--- src/rtl/core/fbqm_pkg.sv ---
`default_nettype none

package fbqm_pkg;

    localparam int NUM_FRAMES = 4;
    localparam int IDX_W      = 2;
    localparam int SIZE_W     = 28;
    localparam int DIM_W      = 16;

    // Request codes
    localparam logic [1:0] REQ_PRODUCE = 2'd0;
    localparam logic [1:0] REQ_ACQUIRE = 2'd1;
    localparam logic [1:0] REQ_RELEASE = 2'd2;

    // Result status codes
    localparam logic [1:0] ST_OK    = 2'd0;
    localparam logic [1:0] ST_NOBUF = 2'd1;
    localparam logic [1:0] ST_ERROR = 2'd2;
    localparam logic [1:0] ST_DROP  = 2'd3;

    // Present modes
    localparam logic [1:0] MODE_IMMEDIATE = 2'd0;
    localparam logic [1:0] MODE_MAILBOX   = 2'd1;
    localparam logic [1:0] MODE_RELAXED   = 2'd2;
    localparam logic [1:0] MODE_FIFO      = 2'd3;

    // Configuration register indexes
    localparam logic CFG_QUEUE_MODE = 1'b0;
    localparam logic CFG_MAX_BYTES  = 1'b1;

    typedef struct packed {
        logic [1:0]        req_type;
        logic [SIZE_W-1:0] data_size;
        logic [DIM_W-1:0]  frame_width;
        logic [DIM_W-1:0]  frame_height;
        logic [IDX_W-1:0]  release_index;
    } t_in_item;

    typedef struct packed {
        logic [1:0]       status;
        logic [IDX_W-1:0] frame_index;
        logic [DIM_W-1:0] out_width;
        logic [DIM_W-1:0] out_height;
    } t_out_item;

    typedef enum logic [1:0] {
        OP_PRODUCE,
        OP_ACQUIRE,
        OP_RELEASE,
        OP_REJECT
    } t_op;

    typedef struct packed {
        t_op              op;
        logic [1:0]       status;
        logic [DIM_W-1:0] width;
        logic [DIM_W-1:0] height;
        logic [IDX_W-1:0] rel;
    } t_cmd;

    typedef enum logic [1:0] {
        S_IDLE,
        S_EXEC,
        S_DRAIN
    } t_state;

endpackage

`default_nettype wire

--- src/rtl/core/fbqm_front.sv ---
`default_nettype none

module fbqm_front (
    input  wire logic               i_clk,
    input  wire logic               i_rst_n,
    input  wire logic               i_valid,
    output logic                    o_stall,
    input  wire fbqm_pkg::t_in_item i_item,
    input  wire logic [27:0]        i_max_bytes,
    output logic                    o_cmd_valid,
    output fbqm_pkg::t_cmd          o_cmd,
    input  wire logic               i_cmd_pop
);
    import fbqm_pkg::*;

    t_cmd       r_q [2];
    logic       r_wr_ptr;
    logic       r_rd_ptr;
    logic [1:0] r_cnt;
    t_cmd       cls;
    logic       push;
    logic       pop;

    // Classify: reject empty, oversize and unknown requests up front
    always_comb begin
        cls.op     = OP_REJECT;
        cls.status = ST_ERROR;
        cls.width  = i_item.frame_width;
        cls.height = i_item.frame_height;
        cls.rel    = i_item.release_index;
        case (i_item.req_type)
            REQ_PRODUCE: begin
                if (i_item.data_size == '0) begin
                    cls.status = ST_NOBUF;
                end else if (i_item.data_size > i_max_bytes) begin
                    cls.status = ST_ERROR;
                end else begin
                    cls.op     = OP_PRODUCE;
                    cls.status = ST_OK;
                end
            end
            REQ_ACQUIRE: begin
                cls.op     = OP_ACQUIRE;
                cls.status = ST_OK;
            end
            REQ_RELEASE: begin
                cls.op     = OP_RELEASE;
                cls.status = ST_OK;
            end
            default: begin
                cls.op     = OP_REJECT;
                cls.status = ST_ERROR;
            end
        endcase
    end

    assign o_stall     = (r_cnt == 2'd2);
    assign push        = i_valid && !o_stall;
    assign o_cmd_valid = (r_cnt != 2'd0);
    assign pop         = o_cmd_valid && i_cmd_pop;
    assign o_cmd       = r_q[r_rd_ptr];

    always_ff @(posedge i_clk) begin
        if (!i_rst_n) begin
            r_wr_ptr <= 1'b0;
            r_rd_ptr <= 1'b0;
            r_cnt    <= 2'd0;
        end else begin
            if (push) begin
                r_wr_ptr <= !r_wr_ptr;
            end
            if (pop) begin
                r_rd_ptr <= !r_rd_ptr;
            end
            r_cnt <= r_cnt + {1'b0, push} - {1'b0, pop};
        end
    end

    always_ff @(posedge i_clk) begin
        if (push) begin
            r_q[r_wr_ptr] <= cls;
        end
    end

endmodule

`default_nettype wire

--- src/rtl/core/fbqm_back.sv ---
`default_nettype none

module fbqm_back (
    input  wire logic            i_clk,
    input  wire logic            i_rst_n,
    input  wire logic [1:0]      i_mode,
    input  wire logic            i_cmd_valid,
    input  wire fbqm_pkg::t_cmd  i_cmd,
    output logic                 o_cmd_pop,
    output logic                 o_valid,
    input  wire logic            i_stall,
    output fbqm_pkg::t_out_item  o_item
);
    import fbqm_pkg::*;

    localparam int IW = (NUM_FRAMES > 1) ? $clog2(NUM_FRAMES) : 1;
    localparam int CW = $clog2(NUM_FRAMES + 1);

    t_state          r_state, n_state;
    t_cmd            r_cmd, n_cmd;
    logic [IW-1:0]   r_t, n_t;
    logic [IW-1:0]   r_free_ring [NUM_FRAMES];
    logic [IW-1:0]   r_free_head, n_free_head;
    logic [CW-1:0]   r_free_cnt, n_free_cnt;
    logic [IW-1:0]   r_fill_ring [NUM_FRAMES];
    logic [IW-1:0]   r_fill_head, n_fill_head;
    logic [CW-1:0]   r_fill_cnt, n_fill_cnt;
    logic [DIM_W-1:0] r_width  [NUM_FRAMES];
    logic [DIM_W-1:0] r_height [NUM_FRAMES];
    logic            r_out_valid, n_out_valid;
    t_out_item       r_out, n_out;

    logic            free_we;
    logic [IW-1:0]   free_wa, free_wd;
    logic            fill_we;
    logic [IW-1:0]   fill_wa, fill_wd;
    logic            rec_we;
    logic [IW-1:0]   rec_wa;
    logic [IW-1:0]   fill_ra;
    logic [IW-1:0]   fill_rd;
    logic [IW-1:0]   free_rd;
    logic            has_free, has_fill, free_full, fill_full, rel_bad;
    logic            take_free, reuse, overwrite;

    function automatic logic [IW-1:0] wrap(input logic [CW:0] s);
        if (s >= (CW+1)'(NUM_FRAMES)) begin
            return IW'(s - (CW+1)'(NUM_FRAMES));
        end
        return IW'(s);
    endfunction

    function automatic logic [IW-1:0] inc(input logic [IW-1:0] h);
        if (h == IW'(NUM_FRAMES - 1)) begin
            return '0;
        end
        return h + 1'b1;
    endfunction

    assign has_free  = (r_free_cnt != '0);
    assign has_fill  = (r_fill_cnt != '0);
    assign free_full = (r_free_cnt == CW'(NUM_FRAMES));
    assign fill_full = (r_fill_cnt == CW'(NUM_FRAMES));
    assign rel_bad   = ((CW+2)'(r_cmd.rel) >= (CW+2)'(NUM_FRAMES));

    // Pick the buffer source for a produce from the present mode
    always_comb begin
        take_free = 1'b0;
        reuse     = 1'b0;
        overwrite = 1'b0;
        case (i_mode)
            MODE_IMMEDIATE: begin
                reuse     = has_fill;
                take_free = !has_fill && has_free;
            end
            MODE_MAILBOX: begin
                take_free = has_free;
                reuse     = !has_free && has_fill;
            end
            MODE_RELAXED: begin
                take_free = has_free;
                overwrite = !has_free && has_fill;
            end
            default: begin
                take_free = has_free;
            end
        endcase
    end

    // Newest filled entry only for a relaxed overwrite; oldest otherwise
    assign fill_ra = (r_state == S_EXEC && r_cmd.op == OP_PRODUCE && overwrite)
                   ? wrap((CW+1)'(r_fill_head) + (CW+1)'(r_fill_cnt) - 1'b1)
                   : r_fill_head;
    assign fill_rd = r_fill_ring[fill_ra];
    assign free_rd = r_free_ring[r_free_head];

    always_comb begin
        n_state     = r_state;
        n_cmd       = r_cmd;
        n_t         = r_t;
        n_free_head = r_free_head;
        n_free_cnt  = r_free_cnt;
        n_fill_head = r_fill_head;
        n_fill_cnt  = r_fill_cnt;
        n_out_valid = r_out_valid && i_stall;
        n_out       = r_out;
        o_cmd_pop   = 1'b0;
        free_we     = 1'b0;
        free_wa     = wrap((CW+1)'(r_free_head) + (CW+1)'(r_free_cnt));
        free_wd     = fill_rd;
        fill_we     = 1'b0;
        fill_wa     = wrap((CW+1)'(r_fill_head) + (CW+1)'(r_fill_cnt));
        fill_wd     = free_rd;
        rec_we      = 1'b0;
        rec_wa      = free_rd;

        case (r_state)
            S_IDLE: begin
                if (i_cmd_valid && !r_out_valid) begin
                    o_cmd_pop = 1'b1;
                    n_cmd     = i_cmd;
                    n_state   = S_EXEC;
                end
            end
            S_EXEC: begin
                n_state = S_IDLE;
                n_out   = '0;
                n_out_valid = 1'b1;
                case (r_cmd.op)
                    OP_ACQUIRE: begin
                        if (has_fill) begin
                            n_out.status      = ST_OK;
                            n_out.frame_index = IDX_W'(fill_rd);
                            n_out.out_width   = r_width[fill_rd];
                            n_out.out_height  = r_height[fill_rd];
                            n_fill_head       = inc(r_fill_head);
                            n_fill_cnt        = r_fill_cnt - 1'b1;
                        end else begin
                            n_out.status = ST_ERROR;
                        end
                    end
                    OP_RELEASE: begin
                        n_out.frame_index = r_cmd.rel;
                        if (rel_bad || free_full) begin
                            n_out.status = ST_DROP;
                        end else begin
                            n_out.status = ST_OK;
                            free_we      = 1'b1;
                            free_wd      = IW'(r_cmd.rel);
                            n_free_cnt   = r_free_cnt + 1'b1;
                        end
                    end
                    OP_PRODUCE: begin
                        if (take_free) begin
                            n_out.frame_index = IDX_W'(free_rd);
                            n_free_head       = inc(r_free_head);
                            n_free_cnt        = r_free_cnt - 1'b1;
                            rec_we            = 1'b1;
                            rec_wa            = free_rd;
                            if (!fill_full) begin
                                fill_we    = 1'b1;
                                fill_wd    = free_rd;
                                n_fill_cnt = r_fill_cnt + 1'b1;
                            end
                        end else if (overwrite) begin
                            n_out.frame_index = IDX_W'(fill_rd);
                            rec_we            = 1'b1;
                            rec_wa            = fill_rd;
                        end else if (reuse) begin
                            // Take the oldest, then drain the rest to free
                            n_t         = fill_rd;
                            rec_we      = 1'b1;
                            rec_wa      = fill_rd;
                            n_fill_head = inc(r_fill_head);
                            n_fill_cnt  = r_fill_cnt - 1'b1;
                            n_out_valid = r_out_valid && i_stall;
                            n_out       = r_out;
                            n_state     = S_DRAIN;
                        end else begin
                            n_out.status = ST_NOBUF;
                        end
                    end
                    default: begin
                        n_out.status = r_cmd.status;
                    end
                endcase
            end
            S_DRAIN: begin
                if (has_fill) begin
                    n_fill_head = inc(r_fill_head);
                    n_fill_cnt  = r_fill_cnt - 1'b1;
                    if (!free_full) begin
                        free_we    = 1'b1;
                        free_wd    = fill_rd;
                        n_free_cnt = r_free_cnt + 1'b1;
                    end
                end else begin
                    fill_we           = 1'b1;
                    fill_wa           = r_fill_head;
                    fill_wd           = r_t;
                    n_fill_cnt        = CW'(1);
                    n_out             = '0;
                    n_out.status      = ST_OK;
                    n_out.frame_index = IDX_W'(r_t);
                    n_out_valid       = 1'b1;
                    n_state           = S_IDLE;
                end
            end
            default: begin
                n_state = S_IDLE;
            end
        endcase
    end

    always_ff @(posedge i_clk) begin
        if (!i_rst_n) begin
            r_state     <= S_IDLE;
            r_free_head <= '0;
            r_free_cnt  <= CW'(NUM_FRAMES);
            r_fill_head <= '0;
            r_fill_cnt  <= '0;
            r_out_valid <= 1'b0;
            for (int i = 0; i < NUM_FRAMES; i++) begin
                r_free_ring[i] <= IW'(i);
            end
        end else begin
            r_state     <= n_state;
            r_free_head <= n_free_head;
            r_free_cnt  <= n_free_cnt;
            r_fill_head <= n_fill_head;
            r_fill_cnt  <= n_fill_cnt;
            r_out_valid <= n_out_valid;
            if (free_we) begin
                r_free_ring[free_wa] <= free_wd;
            end
        end
    end

    always_ff @(posedge i_clk) begin
        r_cmd <= n_cmd;
        r_t   <= n_t;
        r_out <= n_out;
        if (fill_we) begin
            r_fill_ring[fill_wa] <= fill_wd;
        end
        if (rec_we) begin
            r_width[rec_wa]  <= r_cmd.width;
            r_height[rec_wa] <= r_cmd.height;
        end
    end

    assign o_valid = r_out_valid;
    assign o_item  = r_out;

endmodule

`default_nettype wire

--- src/rtl/core/frame_buffer_queue_manager.sv ---
`default_nettype none

// Channel   Direction  Handshake          Payload
// -------   ---------  -----------------  ---------------------------
// request   in         i_valid / o_stall  i_item  (fbqm_pkg::t_in_item)
// result    out        o_valid / i_stall  o_item  (fbqm_pkg::t_out_item)
// config    in         i_cfg_we           i_cfg_index, i_cfg_data
//
// One result per item. The back end runs one item at a time: it pops the
// queue head, executes it into the result register, and the next item starts
// once the result is taken. An immediate or mailbox produce that recycles a
// frame first drains every other filled frame to the free ring and then
// requeues the recycled frame. The two-entry command queue keeps taking items,
// until it is full, while a result waits on i_stall. Reset is synchronous,
// active low: free ring holds 0..NUM_FRAMES-1, filled ring empty, mode strict
// FIFO, capacity zero.

module frame_buffer_queue_manager (
    input  wire logic                i_clk,
    input  wire logic                i_rst_n,
    input  wire logic                i_valid,
    output logic                     o_stall,
    input  wire fbqm_pkg::t_in_item  i_item,
    output logic                     o_valid,
    input  wire logic                i_stall,
    output fbqm_pkg::t_out_item      o_item,
    input  wire logic                i_cfg_we,
    input  wire logic                i_cfg_index,
    input  wire logic [27:0]         i_cfg_data
);
    import fbqm_pkg::*;

    logic [1:0]        r_queue_mode;
    logic [SIZE_W-1:0] r_max_bytes;
    logic              cmd_valid;
    logic              cmd_pop;
    t_cmd              cmd;

    // Configuration registers; the user must write them only while the block is idle (not enforced by the block)
    always_ff @(posedge i_clk) begin
        if (!i_rst_n) begin
            r_queue_mode <= MODE_FIFO;
            r_max_bytes  <= '0;
        end else if (i_cfg_we) begin
            case (i_cfg_index)
                CFG_QUEUE_MODE: r_queue_mode <= i_cfg_data[1:0];
                CFG_MAX_BYTES:  r_max_bytes  <= i_cfg_data;
                default:        r_max_bytes  <= r_max_bytes;
            endcase
        end
    end

    // Front: accept, classify, and queue the item
    fbqm_front u_front (
        .i_clk       (i_clk),
        .i_rst_n     (i_rst_n),
        .i_valid     (i_valid),
        .o_stall     (o_stall),
        .i_item      (i_item),
        .i_max_bytes (r_max_bytes),
        .o_cmd_valid (cmd_valid),
        .o_cmd       (cmd),
        .i_cmd_pop   (cmd_pop)
    );

    // Back: advance the rings, record frame dimensions, and hold the result
    fbqm_back u_back (
        .i_clk       (i_clk),
        .i_rst_n     (i_rst_n),
        .i_mode      (r_queue_mode),
        .i_cmd_valid (cmd_valid),
        .i_cmd       (cmd),
        .o_cmd_pop   (cmd_pop),
        .o_valid     (o_valid),
        .i_stall     (i_stall),
        .o_item      (o_item)
    );

endmodule

`default_nettype wire

--- config.mk ---
export PLATFORM = sky130hd
export DESIGN_NAME = frame_buffer_queue_manager
export DESIGN_NICKNAME = d
export VERILOG_FILES = /design/src/rtl/core/fbqm_pkg.sv /design/src/rtl/core/fbqm_front.sv /design/src/rtl/core/fbqm_back.sv /design/src/rtl/core/frame_buffer_queue_manager.sv
export SDC_FILE = /design/constraint.sdc
export NUM_CORES = 1
export LEC_CHECK = 0
export CAP_MARGIN = 20
export CORE_UTILIZATION = 45
export CTS_CLUSTER_DIAMETER = 120
export DETAILED_ROUTE_END_ITERATION = 10
export DONT_BUFFER_PORTS = 1
export HOLD_SLACK_MARGIN = 0.12
export PLACE_DENSITY = 0.61
export SLEW_MARGIN = 20
export SYNTH_ARGS = -nofsm -noshare
export SYNTH_HDL_FRONTEND = slang
export SYNTH_HIERARCHICAL = 1
export SYNTH_SLANG_ARGS = --single-unit
--- constraint.sdc ---
create_clock -name i_clk -period 4.8 [get_ports i_clk]
set_input_delay 0.24 -clock i_clk [delete_from_list [all_inputs] [get_ports i_clk]]
set_output_delay 0.24 -clock i_clk [all_outputs]
set_load 0.03 [all_outputs]
Yosys cells after proc, flatten, opt, wreduce, memory -nomap -nowiden
Memory sizes are Yosys's and may differ from the RTL's. A register that Yosys moved wholly into a read port is not among the register bits.
Index checks and enable logic that the tools add are counted.
{ "word_totals": {"regBits": 85, "ramBits": 220, "wordCells": 233, "in_bits": 98, "memories": 5, "out_inout_bits": 38} }
{ "mem_list": {"columns": ["name", "depth", "word_bits", "rd", "rd_clocked_by_memory_dff", "wr", "line", "text"], "rows": [
  ["u_front.r_q", 2, 38, 1, 1, 1, "fbqm_front.sv:16", "t_cmd r_q [2];"],
  ["u_back.r_height", 4, 16, 1, 0, 1, "fbqm_back.sv:29", "logic [DIM_W-1:0] r_height [NUM_FRAMES];"],
  ["u_back.r_width", 4, 16, 1, 0, 1, "fbqm_back.sv:28", "logic [DIM_W-1:0] r_width [NUM_FRAMES];"],
  ["u_back.r_fill_ring", 4, 2, 1, 0, 1, "fbqm_back.sv:25", "logic [IW-1:0] r_fill_ring [NUM_FRAMES];"],
  ["u_back.r_free_ring", 4, 2, 1, 1, 4, "fbqm_back.sv:22", "logic [IW-1:0] r_free_ring [NUM_FRAMES];"]
]} }
{ "op_classes": {"n_mux": 130, "bitwise": 3, "eq_ne": 27, "reduce_logical": 34, "order_cmp": 4, "add_sub_neg": 14} }
{ "ops": {"columns": ["operator", "n"], "rows": [
  ["2-bit two-way mux", 51],
  ["36-bit one-hot mux with 2 select lines", 1],
  ["34-bit two-way mux", 2],
  ["32-bit two-way mux", 2],
  ["32-bit one-hot mux with 2 select lines", 1],
  ["1-bit two-way mux", 49],
  ["36-bit two-way mux", 1],
  ["28-bit greater-than comparator", 1],
  ["28-bit logical NOT", 1],
  ["3-bit two-way mux", 9],
  ["3-bit one-hot mux with 2 select lines", 4],
  ["2-bit one-hot mux with 3 select lines", 3],
  ["2-bit == test (second input constant)", 7],
  ["4-bit by 3-bit greater-or-equal comparator with 1-bit output (second input constant)", 3],
  ["3-bit != test (second input constant)", 4],
  ["4-bit one-hot mux with 3 select lines", 1],
  ["3-bit by 2-bit != test with 1-bit output (second input constant)", 3],
  ["2-bit by 3-bit adder with 4-bit output", 2],
  ["2-bit by 1-bit == test with 1-bit output (second input constant)", 4],
  ["1-bit logical AND", 8],
  ["2-bit logical NOT", 4],
  ["1-bit one-hot mux with 2 select lines", 4],
  ["2-bit one-hot mux with 2 select lines", 2],
  ["2-bit AND reduction", 4],
  ["24 further kinds", 41]
]} }

Longest topological paths before layout
Gate-level depths: netlist (run 1).
{ "logic_depth": {"depth_word": 15, "mapped_depth": 10, "mapped_depth_nobuf": 10} }

Cells and area by module
The synthesis (run 1) kept the hierarchy.
{ "by_module_without_submodules": {"columns": ["mod", "seq_area_each_um2", "instances", "area_per_inst_um2", "cells_each"], "rows": [
  ["fbqm_back", 6906.6, 1, 9208.8, 548],
  ["fbqm_front", 2382.3, 1, 3798.6, 261],
  ["frame_buffer_queue_manager", 600.6, 1, 1236.2, 137]
]} }

Least setup slack after synthesis (run 1)
OpenSTA, ideal clock, no wires.
{ "synth_path": {"path_type": "register to register", "startpoint": "reg u_back.r_fill_head[0]", "endpoint": "mem u_back.r_height[0][0] (enable)", "arrival_ps": 4438, "setup_time_ps": 466, "path_stages_with_launch": 9, "required_time_ps": 4334, "path_buffers": 2, "path_slack_ps": -103, "synth_period_minus_slack_ps": 4903, "cell_sequence": "dfxtp_1 -> ha_1 -> xnor3_1 -> nand4_1 -> xnor2_1 -> mux4_2 -> buf_6 -> buf_6 -> o21ai_0"} }
{ "synth_via": {"elab_chain_len": 12, "elab_cells_between_ends": 14, "classes_between": "3 x add/sub; 1 x order compare; 9 x mux; 1 x memory"} }
{ "synth_lines": {"columns": ["element", "line", "text"], "rows": [
  ["start: declaration", "fbqm_back.sv:26", "logic [IW-1:0] r_fill_head, n_fill_head;"],
  ["start signal: assignment", "fbqm_back.sv:229", "r_fill_head <= n_fill_head;"],
  ["2-bit by 3-bit adder with 4-bit output", "fbqm_back.sv:91", "? wrap((CW+1)'(r_fill_head) + (CW+1)'(r_fill_cnt) - 1'b1)"],
  ["4-bit by 1-bit subtractor with 4-bit output", "fbqm_back.sv:91", null],
  ["4-bit by 3-bit greater-or-equal comparator with 1-bit output or 2-bit by 1-bit subtractor with 2-bit output (tied branches)", "fbqm_back.sv:46, fbqm_back.sv:47", null],
  ["1-bit two-way mux or 2-bit two-way mux (tied branches)", "fbqm_back.sv:46", "if (s >= (CW+1)'(NUM_FRAMES)) begin"],
  ["2-bit two-way mux", "fbqm_back.sv:49", "return IW'(s);"],
  ["2-bit two-way mux (*)", "fbqm_back.sv:91", null],
  ["memory read 4 x 2 bit (*)", null, null],
  ["net u_back.fill_rd[0]", "fbqm_back.sv:40", "logic [IW-1:0] fill_rd;"],
  ["2-bit two-way mux", "fbqm_back.sv:168", "end else if (reuse) begin"],
  ["2-bit two-way mux (*)", "fbqm_back.sv:164", "end else if (overwrite) begin"],
  ["2-bit two-way mux (*)", "fbqm_back.sv:153", "if (take_free) begin"],
  ["2-bit two-way mux (*)", "fbqm_back.sv:128", "case (r_cmd.op)"],
  ["2-bit two-way mux (*)", "fbqm_back.sv:116", "case (r_state)"],
  ["end: declaration", "fbqm_back.sv:29", null]
]} }
Mark *: on every way through the listed nets, which the timed path passes. The rest lies on a longest branch. The select of a mux whose other input is x is not followed.

Worst setup path in the final report (run 1)
{ "layout_path": {"startpoint": "reg u_back.r_state[1]", "endpoint": "reg u_back.r_out (netlist bit u_back/o_item[1]), data pin"} }
{ "layout_via": {"elab_chain_len": 9, "elab_cells_between_ends": 10, "classes_between": "2 x eq/ne; 4 x mux; 2 x reduce/logical; 2 x memory"} }
{ "layout_lines": {"columns": ["element", "line", "text"], "rows": [
  ["start: declaration", "fbqm_back.sv:19", "t_state r_state, n_state;"],
  ["start signal: assignment", "fbqm_back.sv:226", "r_state <= n_state;"],
  ["2-bit by 1-bit == test with 1-bit output", "fbqm_back.sv:90, fbqm_back.sv:116", null],
  ["1-bit logical AND (2 in a row)", "fbqm_back.sv:90", "assign fill_ra = (r_state == S_EXEC && r_cmd.op == OP_PRODUCE && overwrite)"],
  ["2-bit two-way mux", "fbqm_back.sv:91", null],
  ["memory read 4 x 2 bit", null, null],
  ["memory read 4 x 16 bit", null, null],
  ["34-bit two-way mux", "fbqm_back.sv:130", "if (has_fill) begin"],
  ["32-bit one-hot mux with 2 select lines", "fbqm_back.sv:128", null],
  ["36-bit one-hot mux with 2 select lines (*)", "fbqm_back.sv:116", null],
  ["end signal: assignment", "fbqm_back.sv:241", "r_out <= n_out;"],
  ["end: declaration", "fbqm_back.sv:31", "t_out_item r_out, n_out;"]
]} }
Mark *: on every way between the ends. The rest lies on a longest branch, timed or not.
A chain may end at the register's enable or synchronous reset.

==> results.cfg, run 1 <==
[critical_path]
timing_worst_setup_path_type = flop to flop
required_ns = 5.01
cp.arrival_ns = 3.92
r2r_start = u_back/r_state[1]$_SDFFE_PN0P_
cp_max_fo = 45
crit_family = multiplexers
crit_path_top_delay_cell = mux4_4
crit_chain = inv_1, ha_1, nor3b_2, nand4_1, xnor2_1, mux4_4, buf_4, mux2i_1, o22ai_1
critPathLaunchType = flop
critPathBufInv = 2
crit_start = u_back/r_state[1]$_SDFFE_PN0P_
worst_setup_path_end_kind = flop
cp_slowest_stage_delay_ns = 0.98

[grt]
grt_overflow = 0
grt_pass1_wl_um = 43800
grt_pass1_vias = 7989
grt_start_max_net_pins = 70
antenna_found_initial = 0
grt_use_total_pct = 17.4

[floorplanning]
die_w_um = 180
die_y_um = 180
fp-row-count = 64
core_region_area_um2 = 30800
ioPinCount = 136
die-area_um2 = 32400
initial_core_util_pct = 46.2

[routing]
dr_wl_met3_um = 1460
wire_per_inst_um = 19.0
dr.first_iter.drc_count = 432
via_per_inst = 5.39
vias = 7993
top_layer = met4
dr.pass1.iters = 11
route.met2.wl_um = 13500
drcViolationCount = 6
wl_met1_um = 12600
ant_nets = 0
drt_wl_total_um = 28200

[sta]
fin_ws_ns = 1.08
rsz0062_at_grt = false
setup_tns_ns = 0
setup_viol = 0
post-route-period-util_pct = 77.4
worst_clock_skew_ns = 0.0162
hold_viol_final = 0
slew_violations = 0
slew_headroom_pct = 43.8
period_needed_ns = 3.72
worstMarginPinSlew_ns = 0.842
fmax_mhz = 269

[place]
placed_cells = 1315
place_ws_ns = 1.10
dpl.hpwl_um = 17200
gp_congestion = 0.823
portBuffers = 0

[pwr]
p_per_area_nw_per_um2 = 495
power.total_mw = 8.36
leakage_nw = 5.77
peakVddDrop_v = 0.000285

[final_layout]
nFillCells = 2397
drive_gt1_share_pct = 13.8
areaGrowthSynthToFinish_pct = 18.7
nets = 1204
fin_cells = 1484
final_util_pct = 54.8
diodes = 0

[logic_synthesis]
ys.flop_type = edfxtp_1
synthesis.nets = 1087
synth_common_cells = edfxtp_1, mux2i_1, nand2_1
avgSynthCellArea_um2 = 15.1
synth_top_area_share_pct = 62.4
syn_inst = 946
ys_types = 66
async_flop_share_pct = 0
syn_area_um2 = 14200
synth_largest_area_cell = edfxtp_1
synth_edf_count = 296
yosysSeqAreaShare_pct = 69.4
yosysWarnings = 6
synth.most_common_cell = edfxtp_1
synth_seq_cells = 346
synth_area_leaders = edfxtp_1, dfxtp_1, mux2i_1

[cts]
post_cts_resized = 0
worstSkewPairLatency_ns = 0.51
cts_setup_buffers = 0
clockBufferDepth = 3
cts_num_sinks = 346
clk_pin_slew_ns = 0.06
root_buffer = clkbuf_16
cts_max_level = 2
cts_tree = built
numCtsBuffers = 37

[hold_path]
hold_start = i_cfg_index
hp-class = primary input to flop

[outcome]
status = complete, but fails checks
violations = design-rule violations

[flow_run]
maxCapViolations = 0
[repair_timing]
action                                  CTS  global route
hold buffers                            105             0
endpoints found under the setup margin    0             0
hold endpoints to repair                126             0
[cells in the final DEF, fill, tap and decap left out, drive strengths merged, types with 4 or more instances in the layout]
cell and count:
a21oi 26, o211ai 4, clkinv 15, o22ai 34, a211oi 6, nor2b 6
nand3b 5, buf 15, edfxtp 296, nor2 31, clkbuf 47, mux4 4
nand3 8, nor3 8, nand2 67, inv 45, dfxtp 50, dlygate4sd3 103
mux2 41, nor4 10, nand4 38, ha 43, xnor2 8, and2 8
o21ai 43, mux2i 71, nand2b 8
[power breakdown]
| part | switching, mW | internal [mW] | total (mW) |
|---|---|---|---|
| logic | 0.803 | 0.564 | 1.37 |
| registers | 0.439 | 3.89 | 4.33 |
| clock network | 1.08 | 1.58 | 2.67 |
| total | 2.33 | 6.04 | 8.36 |
[path summary, 6_finish.rpt]
kind | slack [ns] | cells after the start | endpoint
min | 0.15 | 2 | r_max_bytes[25]$_SDFFE_PN0P_
max reg2reg | 1.08 | 9 | u_back/o_item[1]$_SDFFCE_PP0P_
min reg2reg | 0.45 | 2 | r_max_bytes[25]$_SDFFE_PN0P_
max | 1.08 | 9 | u_back/o_item[1]$_SDFFCE_PP0P_
[per-layer routing]
metal / track usage (%) / vias to the layer above
li1: - / 3862
met4: 5.03 / 0
met3: 3.77 / 44
met5: 0 / -
met2: 28.8 / 178
met1: 22.9 / 3909
[registers in the layout, summed over array words and instances (netlist names), named ones only]
signal / count
u_front/r_q: 76
u_back/r_height: 64
u_back/r_width: 64
u_back/r_cmd: 38
u_back/o_item: 36
r_max_bytes: 28
u_back/r_fill_ring: 8
u_back/r_free_ring: 8
u_back/r_fill_cnt: 3
u_back/r_free_cnt: 3
r_queue_mode: 2
u_back/r_fill_head: 2
u_back/r_free_head: 2
u_back/r_state: 2
u_back/r_t: 2
u_front/r_cnt: 2
u_back/o_valid: 1
u_front/r_rd_ptr: 1
u_front/r_wr_ptr: 1
[cell type report]
class	count	area, µm²	area share [%]
Clock buffer	47	1000	5.94
Multi-Input combinational cell	515	4010	23.7
Clock inverter	17	141	0.836
Sequential cell	346	9890	58.5
Tap cell	396	495	2.93
Timing Repair Buffer	118	1190	7.02
Inverter	45	169	0.999
[logic make-up after synthesis]
logic type,share of synthesized area (%)
simple gates,7.62
mux,8.95
xor+xnor,0.773
fa+ha+maj,3.85
flops,69.4
buf+inv,2.94
compound gates,6.43
[through the flow]
stage                     hold slack, ns  cell area (µm²)
after detailed placement           0.339            14700
after global routing               0.152            16900
after CTS                          0.122            16900
after global placement             0.339            14700
after floorplan                    0.339            14200
final                              0.147            16900
Note: power is estimated with default switching activity, not from simulation.
==> run 2, diff against run 1 <==
- PLACE_DENSITY: 0.61 -> 0.59
- clock period: 4.8 -> 3.46 ns (I/O delays scaled with it)
==> run 2 against run 1 <==
Net effect:
- clock-buffer cell count shrank 2
- worst setup slack lost 0.84 ns
- clock power rose by 59%
- combinational power increased by 48%
- wire length grew 0.81%
- fmax is 15% higher
- via count increased by 0.46%
- critical path type unchanged
- critical path depth stayed put
- total power grew 46%
- global-route usage is 0.46 points higher
- the run still ends with design-rule violations left
==> results.cfg, run 2 (synthesis gave the netlist of run 1 again) <==
[outcome]
status = complete, but fails checks
violations = design-rule violations

[routing]
drt_wl_total_um = 28400
dr.first_iter.drc_count = 421
dr.pass1.iters = 8
drcViolationCount = 3
vias = 8030
via_per_inst = 5.36
ant_nets = 0
wire_per_inst_um = 19.0

[place]
dpl.hpwl_um = 16600
place_ws_ns = 0.0903
dpl-instance-area_um2 = 14800
portBuffers = 0
gp_congestion = 0.802

[sta]
period_needed_ns = 3.22
slew_violations = 0
fmax_mhz = 311
fin_ws_ns = 0.241
rsz0062_at_grt = false
worst_clock_skew_ns = 0.0178
hold_viol_final = 0
post-route-period-util_pct = 93.0
worstMarginPinSlew_ns = 0.885
slew_headroom_pct = 40.0
hold_slack_ns = 0.254
setup_viol = 0
setup_tns_ns = 0

[floorplanning]
die-area_um2 = 32400
core_region_area_um2 = 30800
die_w_um = 180
ioPinCount = 136
initial_core_util_pct = 46.2
fp-row-count = 64
die_y_um = 180

[final_layout]
largest_reg_flops = 76
largestRegisters = u_front/r_q x76, u_back/r_height x64, u_back/r_width x64
finalInstanceArea_um2 = 17200
regMostFlops = u_front/r_q
nets = 1214
areaGrowthSynthToFinish_pct = 20.9
nFillCells = 2442
drive_gt1_share_pct = 15.3
final_cell_mix = edfxtp_1, dlygate4sd3_1, mux2i_1
diodes = 0
final_common_cell = edfxtp_1

[critical_path]
crit_path_top_delay_cell = mux4_4
timing_worst_setup_path_type = flop to flop
worst_setup_path_end_kind = flop
cp_max_fo = 32
required_ns = 3.66
critPathLaunchType = flop
cp.arrival_ns = 3.42
cp_slowest_stage_delay_ns = 0.79
crit_chain = inv_1, ha_1, nor3b_4, nand4_1, xnor2_1, mux4_4, buf_4, o22ai_4, buf_12

[grt]
grt_use_total_pct = 17.8
grt_pass1_vias = 8268
grt_overflow = 0
antenna_found_initial = 0
grt_start_max_net_pins = 70
grt_pass1_wl_um = 45300

[cts]
root_buffer = clkbuf_16
cts_max_level = 2
clk_pin_slew_ns = 0.06
clockBufferDepth = 3
cts_tree = built
numCtsBuffers = 37
cts_num_sinks = 346
worstSkewPairLatency_ns = 0.52

[flow_run]
maxCapViolations = 0

[pwr]
power.total_mw = 12.2
peakVddDrop_v = 0.000504
p_per_area_nw_per_um2 = 710
leakage_nw = 5.92

[hold_path]
hp-class = primary input to flop
-- run 2: changes by cell type in the layout (fill, tap and decap cells not counted), sizes merged, moves of 2 or more --
cell,before,now
bufinv,2,8
clkbuf,47,45
clkinv,15,12
buf,15,28
dlygate4sd3,103,100
inv,45,47
-- run 2: layout make-up --
| type | count | area, µm² | area share (%) |
|---|---|---|---|
| sequential | 346 | 9890 | 57.5 |
| clock buffer | 45 | 977 | 5.67 |
| tap | 396 | 495 | 2.88 |
| timing repair buffer | 128 | 1320 | 7.64 |
| inverter | 45 | 169 | 0.981 |
| clock inverter | 23 | 342 | 1.98 |
| multi-input combinational | 515 | 4030 | 23.4 |
-- run 2: routing by layer --
metal	global-route usage, %	part of all wire [%]	up-vias	routed length (µm)
met5	0	0	-	0
met4	5.28	2.0	0	575
met3	3.81	5.4	49	1540
met2	29.8	48	183	13600
met1	23.3	45	3904	12700
li1	-	-	3894	-
-- run 2: power breakdown --
part	total [mW]	leakage (nW)	internal, mW	switching [mW]
combinational	2.03	2.14	0.861	1.17
clock	4.24	0.642	2.63	1.61
sequential	5.95	3.13	5.39	0.559
total	12.2	5.92	8.89	3.34
-- run 2: worst paths after layout --
| kind | from | endpoint | slack [ns] | depth (start not counted) |
|---|---|---|---|---|
| max | u_back/r_state[1]$_SDFFE_PN0P_ | u_back/r_width[2][12]$_DFFE_PP_ | 0.24 | 9 |
| min | i_item[38] | u_front/r_q[1][36]$_DFFE_PP_ | 0.25 | 5 |
| max reg2reg | u_back/r_state[1]$_SDFFE_PN0P_ | u_back/r_width[2][12]$_DFFE_PP_ | 0.24 | 9 |
| min reg2reg | r_max_bytes[4]$_SDFFE_PN0P_ | r_max_bytes[4]$_SDFFE_PN0P_ | 0.45 | 2 |
-- run 2: critical path: cells and delay by family, from the launching register on --
family	cells	cell delay (ns)
fa+ha+maj	1	0.28
mux	1	0.79
xor+xnor	1	0.30
compound gates	1	0.18
simple gates	2	0.49
flops	1	0.32
buf+inv	3	0.53
-- run 2: through the flow --
| step | utilization [%] | instances |
|---|---|---|
| detailed placement | 48.1 | 1323 |
| global route | 55.9 | 1498 |
| finish | 55.9 | 1498 |
| CTS | 55.7 | 1493 |
| global placement | 48.1 | 1323 |
| floorplan | - | 946 |
-- run 2: repair_timing --
action | CTS | global route
gates resized for setup | 0 | 1
buffers inserted | 0 | 5
hold buffers | 102 | 0
hold endpoints to repair | 134 | 0
setup endpoints to repair | 0 | 61
